--- config.mk ---
export PLATFORM = sky130hd
export DESIGN_NAME = lcdfb_queue
export DESIGN_NICKNAME = d
export VERILOG_FILES = /design/src/rtl/lcdfb_pkg.sv /design/src/rtl/lcdfb_queue.sv
export SDC_FILE = /design/constraint.sdc
export NUM_CORES = 1
export LEC_CHECK = 0
export BUFFER_PORTS_ARGS = -buffer_cell sky130_fd_sc_hd__buf_4
export CAP_MARGIN = 20
export CORE_ASPECT_RATIO = 0.5
export CORE_MARGIN = 2
export CORE_UTILIZATION = 46
export CTS_CLUSTER_SIZE = 16
export DETAILED_ROUTE_END_ITERATION = 16
export HOLD_SLACK_MARGIN = 0.08
export PLACE_DENSITY = 0.69
export SLEW_MARGIN = 5
export SYNTH_ARGS = -nofsm -noshare
export SYNTH_HDL_FRONTEND = slang
export SYNTH_SLANG_ARGS = --single-unit
--- constraint.sdc ---
create_clock -name clk -period 2.9 [get_ports clk]
set_input_delay 0.145 -clock clk [delete_from_list [all_inputs] [get_ports clk]]
set_output_delay 0.145 -clock clk [all_outputs]
set_load 0.005 [all_outputs]
--- src/rtl/lcdfb_pkg.sv ---
`timescale 1ns / 1ps
// Shared types, constants and helpers for the graphic LCD frame buffer serializer.
// Used by every module of the block; depends on nothing.
package lcdfb_pkg;

  localparam int PIXEL_ROWS    = 64;
  localparam int BYTES_PER_ROW = 16;

  localparam int ROW_W   = $clog2(PIXEL_ROWS);
  localparam int COL_W   = $clog2(BYTES_PER_ROW);
  localparam int FB_DEPTH = PIXEL_ROWS * BYTES_PER_ROW;
  localparam int ADDR_W  = $clog2(FB_DEPTH);

  localparam int QUEUE_DEPTH = 2;
  localparam int QPTR_W      = $clog2(QUEUE_DEPTH);

  localparam int HALF_ROWS = 32;

  localparam logic [7:0] SYNC_CMD        = 8'hF8;
  localparam logic [7:0] SYNC_DATA       = 8'hFA;
  localparam logic [7:0] NIBBLE_MASK     = 8'hF0;
  localparam logic [7:0] CMD_EXTENDED    = 8'h34;
  localparam logic [7:0] CMD_BASIC       = 8'h30;
  localparam logic [7:0] CMD_GRAPHIC_ON  = 8'h36;
  localparam logic [7:0] ADDR_BASE       = 8'h80;
  localparam logic [7:0] ADDR_LOWER_HALF = 8'h88;

  typedef enum logic [1:0] {
    KIND_PIXEL = 2'd0,
    KIND_ROW   = 2'd1,
    KIND_CMD   = 2'd2,
    KIND_DATA  = 2'd3
  } kind_t;

  typedef struct packed {
    kind_t      kind;
    logic [7:0] x_pos;
    logic [7:0] y_pos;
    logic       fill;
    logic [7:0] byte_value;
  } item_t;

  typedef struct packed {
    logic        is_data;
    logic [7:0]  byte_sent;
    logic [23:0] serial_word;
    logic        last;
  } frame_t;

  typedef enum logic [1:0] {
    OP_PIX,
    OP_ROW,
    OP_BYTE
  } op_t;

  // One classified item as it sits in the queue between front and back
  typedef struct packed {
    op_t               op;
    logic [ADDR_W-1:0] addr;
    logic [7:0]        mask;
    logic              fill;
    logic [ROW_W-1:0]  row;
    logic              is_data;
    logic [7:0]        byte_value;
  } cmd_t;

  typedef struct packed {
    logic clearing;
  } back_stat_t;

  typedef enum logic [2:0] {
    ST_CLEAR,
    ST_IDLE,
    ST_PIX,
    ST_HDR,
    ST_DATA,
    ST_TAIL
  } state_t;

  function automatic frame_t make_frame(input logic is_data, input logic [7:0] b,
                                        input logic last);
    frame_t f;
    f.is_data     = is_data;
    f.byte_sent   = b;
    f.serial_word = {(is_data ? SYNC_DATA : SYNC_CMD), b & NIBBLE_MASK,
                     {b[3:0], 4'h0}};
    f.last        = last;
    return f;
  endfunction

endpackage

--- src/rtl/lcdfb_queue.sv ---
`timescale 1ns / 1ps
// Short command queue between the front and back ends.
// Depends on lcdfb_pkg for the command type and depth.
module lcdfb_queue import lcdfb_pkg::*; (
  input  logic clk,
  input  logic rst,
  input  logic push,
  input  cmd_t push_cmd,
  output logic full,
  input  logic pop,
  output cmd_t head,
  output logic empty
);

  cmd_t              entries [QUEUE_DEPTH];
  logic [QPTR_W-1:0] wr_ptr;
  logic [QPTR_W-1:0] rd_ptr;
  logic [QPTR_W:0]   count;

  assign full  = count == (QPTR_W + 1)'(QUEUE_DEPTH);
  assign empty = count == '0;
  assign head  = entries[rd_ptr];

  always_ff @(posedge clk) begin
    if (push) begin
      entries[wr_ptr] <= push_cmd;
    end
  end

  always_ff @(posedge clk) begin
    if (rst) begin
      wr_ptr <= '0;
      rd_ptr <= '0;
      count  <= '0;
    end else begin
      if (push) begin
        wr_ptr <= wr_ptr + 1'b1;
      end
      if (pop) begin
        rd_ptr <= rd_ptr + 1'b1;
      end
      if (push && !pop) begin
        count <= count + 1'b1;
      end else if (pop && !push) begin
        count <= count - 1'b1;
      end
    end
  end

endmodule

==> flow_summary.json <==
{
  "synth_top_area_cell": "edfxtp_1",
  "die_h_um": 59.3,
  "fp.coreArea_sq_mm": 0.00598,
  "multiInputGateArea_sq_um": 518,
  "n_fill_cell": 402,
  "synth_area_sq_mm": 0.00281,
  "io_buffer_count": 77,
  "max_freq_mhz": 514,
  "root_buffer": "clkbuf_16",
  "timing.hold.ws_ps": 95.5,
  "synth_top_area_frac": 0.768,
  "dp_hpwl_mm": 2.81,
  "viasPerCell": 4.64,
  "area_growth_pct": 46.4,
  "ir_drop_v": 0.000449,
  "postSynthAreaPerCell_sq_um": 21.0,
  "p_int_mw": 2.15,
  "p_leak_nw": 1.58,
  "worst_slack_ps": 954,
  "setup_viol": 0,
  "timing_hold_violations_final": 0,
  "crit_fanout": 36,
  "maxSlewViolCount": 0,
  "rows": 20,
  "path_clk_slew_ps": 50,
  "wl_per_cell_um": 14.6,
  "path_class": "flip-flop to primary output",
  "cpMaxStageDelayCell": "dfxtp_2",
  "switching_share": 0.197,
  "grt_first_pass_wirelength_mm": 7.41,
  "status": "finished, final reports clean",
  "cp-end-kind": "primary output",
  "crit_family": "flip-flops",
  "hp-class": "input pin to flip-flop",
  "diodes": 0,
  "cts_buffers": 9,
  "cts_tree": "yes",
  "tightestPinTransition_ps": 890,
  "final_cell_mix": "buf_4, edfxtp_1, dlygate4sd3_1",
  "die_area_sq_mm": 0.00680,
  "cap_viol_max_count": 0,
  "cts_max_level": 3,
  "period_share": 0.671,
  "relSlewSlack": 0.407,
  "nets": 297,
  "cts_num_sinks": 77,
  "gr-total-overflow": 0,
  "vias": 1568,
  "p_sw_mw": 0.529,
  "regArea_sq_mm": 0.00226,
  "gp_congestion": 0.635,
  "antenna_left": 0,
  "track_usage": 0.151,
  "drtPass1Iterations": 4,
  "grt_setup_unrepaired": "false",
  "grt_pass1_vias": 1581,
  "dieWidth_um": 115,
  "grt_max_degree": 37,
  "yosysSeqAreaShare": 0.804,
  "critical_path_required_ps": 2760,
  "synth.net_count": 175,
  "yosys-top-cells-area": "edfxtp_1, mux2_2, dfxtp_1",
  "p_per_area_mw_per_mm2": 650,
  "synth_cell_types": 16,
  "setup_tns_ps": 0,
  "p_seq_frac": 0.498,
  "antenna_found_initial": 0,
  "ys_ff_latch": 77,
  "drive_gt1_frac": 0.502,
  "ctsLongestPathBuffers": 2,
  "drt_iter0_markers": 57,
  "postSynthCellCount": 134,
  "path_cells": "mux2_2 > buf_4",
  "dp_slack_ps": 1270,
  "total_power_mw": 2.68,
  "fin_crit_ps": 1950,
  "cp-start-kind": "flip-flop",
  "insertion_delay_ps": 320,
  "cp.buffers_inverters": 1,
  "yosysWarnings": 0,
  "final_common_cell": "buf_4",
  "io_pins": 78,
  "worst_clock_skew_ps": 2.08,
  "worstPathArrival_ps": 1800,
  "route.detailed.drc": 0,
  "cpPeakStageDelay_ps": 900,
  "start_util": 0.471,
  "pwr-share-clk": 0.386,
  "totalWireLength_mm": 4.93,
  "p_comb_frac": 0.117
}
tightest hold or removal path, stage by stage:
cell and delay (ps):
buf_4 90, xnor2_1 70, nor2_1 70
per-layer routing:
metal / track usage / share of wire
met3: 0.0440 / 0.035
met1: 0.166 / 0.40
met4: 0.0575 / 0.012
met2: 0.282 / 0.55
met5: 0 / 0
power by group through the flow:
stage | Combinational, mW | Clock [mW] | Sequential, mW
final | 0.313 | 1.03 | 1.33
after CTS | 0.316 | 1.05 | 1.33
after global routing | 0.338 | 1.10 | 1.34
after global placement | 0.271 | 0 | 1.35
after detailed placement | 0.274 | 0 | 1.36
after floorplan | 0.140 | 0 | 1.33
worst paths after layout:
check                           cells after the start  slack, ps       from             end
worst min-delay path                                3        100        pop       flip-flop
worst min register to register                      2        510     rd_ptr       flip-flop
worst max-delay path                                2        950  flip-flop         head[3]
worst max register to register                      2       1340     wr_ptr  entries[0][27]
per-stage QoR:
step | instance area, sq um | util | std cells
2_1_floorplan | 2810 | - | 134
3_3_place_gp | 3470 | 0.580 | 285
3_5_place_dp | 3470 | 0.580 | 285
4_1_cts | 4120 | 0.689 | 338
5_1_grt | 4120 | 0.689 | 338
6_report | 4120 | 0.689 | 338
cell families (layout without fill, tap and decap cells):
logic type,count (synthesis),count (layout),synth area share
AO/OA/AOI/OAI,2,2,0.00355
XOR/XNOR,4,4,0.0125
adder cells (fa/ha/maj),1,1,0.00445
buffers and inverters,5,132,0.0151
flip-flops,77,77,0.804
multiplexers,36,36,0.144
AND/OR/NAND/NOR,9,9,0.0165
sequential cells by signal (all words and copies together) (netlist names), named ones only:
| register | count |
|---|---|
| count | 2 |
| rd_ptr | 1 |
| wr_ptr | 1 |
| entries | 72 |
synthesized netlist by cell type, drive strengths merged:
cell	instances
edfxtp	72
mux2	36
dfxtp	5
nor2	5
buf	4
xnor2	2
xor2	2
a21oi	1
and2	1
and2b	1
ha	1
inv	1
nor2b	1
o21ai	1
or3	1
layout make-up:
type,instances,share of cell area
clock inverters,7,0.0137
flip-flops and latches,77,0.550
clock buffers,9,0.0547
repair buffers,115,0.232
multi-input cells,52,0.126
well taps,77,0.0234
inverters,1,0.000911
timing repair:
item	4_1_cts	5_1_grt
buffers inserted	0	0
gates resized for setup	0	0
endpoints found under the hold margin	77	0
hold buffers	37	0
Note: power is estimated with default switching activity, not from simulation.
