**src/rtl/lcdfb_pkg.sv**
```systemverilog
`timescale 1ns / 1ps
// Shared types, constants and helpers for the graphic LCD frame buffer serializer.
// Used by every module of the block; depends on nothing.
package lcdfb_pkg;

  localparam int PIXEL_ROWS    = 64;
  localparam int BYTES_PER_ROW = 16;

  localparam int ROW_W   = $clog2(PIXEL_ROWS);
  localparam int COL_W   = $clog2(BYTES_PER_ROW);
  localparam int FB_DEPTH = PIXEL_ROWS * BYTES_PER_ROW;
  localparam int ADDR_W  = $clog2(FB_DEPTH);

  localparam int QUEUE_DEPTH = 2;
  localparam int QPTR_W      = $clog2(QUEUE_DEPTH);

  localparam int HALF_ROWS = 32;

  localparam logic [7:0] SYNC_CMD        = 8'hF8;
  localparam logic [7:0] SYNC_DATA       = 8'hFA;
  localparam logic [7:0] NIBBLE_MASK     = 8'hF0;
  localparam logic [7:0] CMD_EXTENDED    = 8'h34;
  localparam logic [7:0] CMD_BASIC       = 8'h30;
  localparam logic [7:0] CMD_GRAPHIC_ON  = 8'h36;
  localparam logic [7:0] ADDR_BASE       = 8'h80;
  localparam logic [7:0] ADDR_LOWER_HALF = 8'h88;

  typedef enum logic [1:0] {
    KIND_PIXEL = 2'd0,
    KIND_ROW   = 2'd1,
    KIND_CMD   = 2'd2,
    KIND_DATA  = 2'd3
  } kind_t;

  typedef struct packed {
    kind_t      kind;
    logic [7:0] x_pos;
    logic [7:0] y_pos;
    logic       fill;
    logic [7:0] byte_value;
  } item_t;

  typedef struct packed {
    logic        is_data;
    logic [7:0]  byte_sent;
    logic [23:0] serial_word;
    logic        last;
  } frame_t;

  typedef enum logic [1:0] {
    OP_PIX,
    OP_ROW,
    OP_BYTE
  } op_t;

  // One classified item as it sits in the queue between front and back
  typedef struct packed {
    op_t               op;
    logic [ADDR_W-1:0] addr;
    logic [7:0]        mask;
    logic              fill;
    logic [ROW_W-1:0]  row;
    logic              is_data;
    logic [7:0]        byte_value;
  } cmd_t;

  typedef struct packed {
    logic clearing;
  } back_stat_t;

  typedef enum logic [2:0] {
    ST_CLEAR,
    ST_IDLE,
    ST_PIX,
    ST_HDR,
    ST_DATA,
    ST_TAIL
  } state_t;

  function automatic frame_t make_frame(input logic is_data, input logic [7:0] b,
                                        input logic last);
    frame_t f;
    f.is_data     = is_data;
    f.byte_sent   = b;
    f.serial_word = {(is_data ? SYNC_DATA : SYNC_CMD), b & NIBBLE_MASK,
                     {b[3:0], 4'h0}};
    f.last        = last;
    return f;
  endfunction

endpackage

```
**src/rtl/lcdfb_front.sv**
```systemverilog
`timescale 1ns / 1ps
// Front end: accepts input items, drops out-of-range ones and turns the rest
// into queue commands. Depends on lcdfb_pkg.
module lcdfb_front import lcdfb_pkg::*; (
  input  logic  rst,
  input  logic  item_valid,
  output logic  item_ready,
  input  item_t item,
  input  logic  q_full,
  output logic  q_push,
  output cmd_t  q_cmd
);

  logic keep;
  logic pix_ok;
  logic row_ok;

  always_comb begin
    pix_ok = (int'(item.x_pos) < 8 * BYTES_PER_ROW) && (int'(item.y_pos) < PIXEL_ROWS);
    row_ok = int'(item.y_pos) < PIXEL_ROWS;

    q_cmd.op         = OP_BYTE;
    q_cmd.addr       = ADDR_W'(int'(item.y_pos) * BYTES_PER_ROW);
    q_cmd.mask       = 8'h80 >> item.x_pos[2:0];
    q_cmd.fill       = item.fill;
    q_cmd.row        = ROW_W'(item.y_pos);
    q_cmd.is_data    = 1'b0;
    q_cmd.byte_value = item.byte_value;
    keep             = 1'b1;

    case (item.kind)
      KIND_PIXEL: begin
        q_cmd.op   = OP_PIX;
        q_cmd.addr = ADDR_W'(int'(item.y_pos) * BYTES_PER_ROW + int'(item.x_pos >> 3));
        keep       = pix_ok;
      end
      KIND_ROW: begin
        q_cmd.op = OP_ROW;
        keep     = row_ok;
      end
      KIND_CMD: begin
        q_cmd.op = OP_BYTE;
      end
      KIND_DATA: begin
        q_cmd.op      = OP_BYTE;
        q_cmd.is_data = 1'b1;
      end
      default: begin
        keep = 1'b0;
      end
    endcase
  end

  // Hold off input during reset; out-of-range items are taken and dropped
  assign item_ready = !q_full && !rst;
  assign q_push     = item_valid && item_ready && keep;

endmodule

```
**config.mk**
```make
export PLATFORM = sky130hd
export DESIGN_NAME = lcdfb_front
export DESIGN_NICKNAME = d
export VERILOG_FILES = /design/src/rtl/lcdfb_pkg.sv /design/src/rtl/lcdfb_front.sv
export SDC_FILE = /design/constraint.sdc
export NUM_CORES = 1
export LEC_CHECK = 0
export ABC_AREA = 1
export BUFFER_PORTS_ARGS = -buffer_cell sky130_fd_sc_hd__buf_2
export CAP_MARGIN = 10
export CORE_MARGIN = 5
export CORE_UTILIZATION = 33
export DETAILED_ROUTE_END_ITERATION = 6
export PLACE_DENSITY = 0.95
export RECOVER_POWER = 25
export REMOVE_ABC_BUFFERS = 1
export SKIP_LAST_GASP = 1
export SLEW_MARGIN = 20
export SYNTH_ARGS = -nofsm -noshare
export SYNTH_HDL_FRONTEND = slang
export SYNTH_SLANG_ARGS = --single-unit
```
**constraint.sdc**
```tcl
create_clock -name vclk -period 4.5
set_input_delay 1.35 -clock vclk [all_inputs]
set_output_delay 1.35 -clock vclk [all_outputs]
set_load 0.05 [all_outputs]
```
==> impl.org <==
** Critical path
- Data on the critical path is required at its endpoint by approximately 3.2 ns.
- Critical Path Source Type :: input pin
- STA puts the critical path data arrival time at roughly 2.5 ns.
- Crit path top cell by count :: nand2_1
- The slowest stage of the critical path is the buf_2 cell.
- Number of buffers and inverters on the critical path :: 2
- Critical path class :: input pin to primary output
- Element type at the critical path end :: primary output
- Category of cells accounting for the largest share of critical-path delay :: adder cells
- Largest fanout of any net on the critical path :: 3
- Traced cell by cell, the critical path runs through buf_2 > ha_1 > ha_1 > nand3_1 > nand2_1 > nand2_1 > nand2_1 > nand2_1 > buf_2.
- Maximum cell stage delay along the critical path :: 0.25 ns

** Cells and area
- There are 0 flip-flops and latches.
- Leaving out filler cells and counting taps, the final layout contains roughly 130.
- Multi-input gate area :: 247.7 um^2
- Clock buffers :: 0
- In the final layout, flip-flops and latches occupy 0 um^2.
- Relative to the synthesized area, the layout overhead comes to 35.47%.
- Once layout is done, the placed cells without fillers occupy 583.1 um^2.
- Antenna diodes :: 0
- Commonest non-fill, non-tap cell in the layout :: buf_2
- Fill cell total of the finished layout :: roughly 150
- At the end of the flow, the number of nets in the layout was 150.
- Most used cells in the layout excluding fill and tap cells :: buf_2, nand2_1, inv_1
- In the final layout, the share of cells above drive strength 1 is about half.

** Route
- In this run the remaining antenna-violating nets after routing total 0.
- Wire segments on met2 add up to roughly 660 um in the final route.
- Routed Wire Length :: roughly 1400 um
- Detailed-route wire length per cell :: approximately 11 um
- Number of vias after detailed routing :: roughly 590
- Top sig layer :: met3
- After the first detailed-routing iteration, the DRC count stood at 1.
- The first detailed-routing pass took 2 iterations.
- Routed length on met3 :: 242 um
- Remaining DRCs :: 0
- In the final routing, the length of wire on met1 measures between 400 and 500 um.
- Via density :: roughly 4.5

** Place
- Final weighted congestion of routability-driven global placement :: approximately 0.68
- The placed instances occupy a cell area of just under 600 um^2.
- Cell count after placement :: between 100 and 150
- Summed over all nets, the half-perimeter wirelength after detailed placement is roughly 1200 um.
- Post-Place Worst Slack :: slightly below 0.7 ns
- IO buf count :: 50

** Power
- Share of power burned in registers :: 0%
- Internal power comes to ~0.023 mW.
- Sw power :: around 0.070 mW
- Net switching is between 70% and 80% of the power.
- Combinational logic is responsible for 100.0% of the overall power.
- Leak :: about 0.42 nW
- Part of the total power dissipated in the clock network :: 0%
- VDD sags by at most 0.00006542 V.
- Power per Cell Area :: between 150 and 200 nW/um^2

** CTS
- In this run the post-CTS setup repair buffer count came out at 0.
- Hold repair after CTS inserted 0 buffers.
- Gates resized during post-CTS repair numbered 0.

** Synthesis
- Synth Area per Inst :: 5.249 um^2
- Synth Warn # :: 0
- Unique cell type count in the Yosys netlist :: 18
- Mapped cell area :: ~430 um^2
- Share of synthesized area occupied by flip-flops and latches :: 0%
- Synthesis handed over a netlist of 82 instances.

** Global routing
- The initial antenna violation count was 0.
- Global route total overflow :: 0
- The first global-routing pass estimated ~2100 um of wire.
- Number of global-route vias before repair :: 515
- Global router's overall resource usage :: around 13%
- Entering global routing, the biggest net connects 9 pins.

** Timing
- Total negative slack :: 0 ns
- Crit path setup slack, layout :: ~0.7 ns
- Worst hold slack after final layout :: about 2.7 ns
- Number of endpoints with negative hold slack in the final report :: 0
- Setup repair after global routing left no endpoint under its margin.
- The worst path in the final design needs a cycle of 3.799 ns, including I/O delays and setup.
- Of the available clock period, the critical path in the final layout requires 84.42%.
- Measured against its own limit, the worst slew margin works out to between 80% and 90%.
- At the pin with the least slew margin, the transition time is between 0.2 and 0.3 ns.
- Pins over their slew limit :: 0
- Setup violations, final :: 0
- Peak clock frequency supported by timing :: between 200 and 300 MHz

** Die
- Die H :: approximately 46 um
- Die footprint :: approximately 2100 um^2
- Number of cell rows :: 13
- The die is approximately 46 um wide.
- IO Count :: 68
- Core area :: approximately 1300 um^2
- Once the floorplan was initialized, standard cells occupied approximately a third of the core.

** Run
- Number of maximum-capacitance violations :: 0

** Worst hold path
- Type of the tightest min-delay check :: input pin to primary output

** Status
- The flow ran to the end, and the final reports show no timing, DRC or antenna violations.
## final cells by class
cell class / count / share of cell area, %
well taps: 15 / 3.219
repair buffers: 50 / 42.92
inverters: 17 / 11.37
multi-input cells: 49 / 42.49
## synthesized netlist by cell type (all sizes together)
cell    instances  area (um^2)
nand2          23        98.84
inv            17        66.32
buf            15        112.6
nor2            9        43.80
nor3            8        40.04
nand3           3        15.01
ha              2        25.02
a21oi           1        5.000
clkbuf          1        3.750
nand4           1        6.260
o21ai           1        5.000
xnor2           1        8.760
## path summary, 6_finish.rpt
kind    start        end  cells after the start
max   item[9]  q_cmd[32]                      9
min   item[0]   q_cmd[0]                      0
## cells by family after synthesis
group / count (synthesis) / share of synthesized area, %
and+or+nand+nor: 44 / 47.38
buffers and inverters: 33 / 42.44
AOI/OAI and AO/OA: 2 / 2.323
adders and majority gates: 2 / 5.813
xor gates and xnor gates: 1 / 2.035
## per-stage QoR
step	util (%)	power, mW
2_1_floorplan	-	0.05350
3_3_place_gp	45.96	0.09170
3_5_place_dp	45.96	0.09347
4_1_cts	45.96	0.09360
5_1_grt	45.96	0.09920
6_report	45.96	0.09289
## power groups by stage
stage / clock network, mW / registers, mW / logic (mW)
floorplan: 0 / 0 / 0.0535
global placement: 0 / 0 / 0.0917
detailed placement: 0 / 0 / 0.0935
CTS: 0 / 0 / 0.0936
global route: 0 / 0 / 0.0992
finish: 0 / 0 / 0.0929
## metal layers
| layer | up-vias | global-route usage [%] |
|---|---|---|
| met4 | 0 | 0 |
| met2 | 39 | 22.80 |
| met3 | 0 | 8.594 |
| met1 | 241 | 13.10 |
| li1 | 305 | - |
| met5 | - | 0 |
No activity file was read; power rests on OpenSTA's default activity.
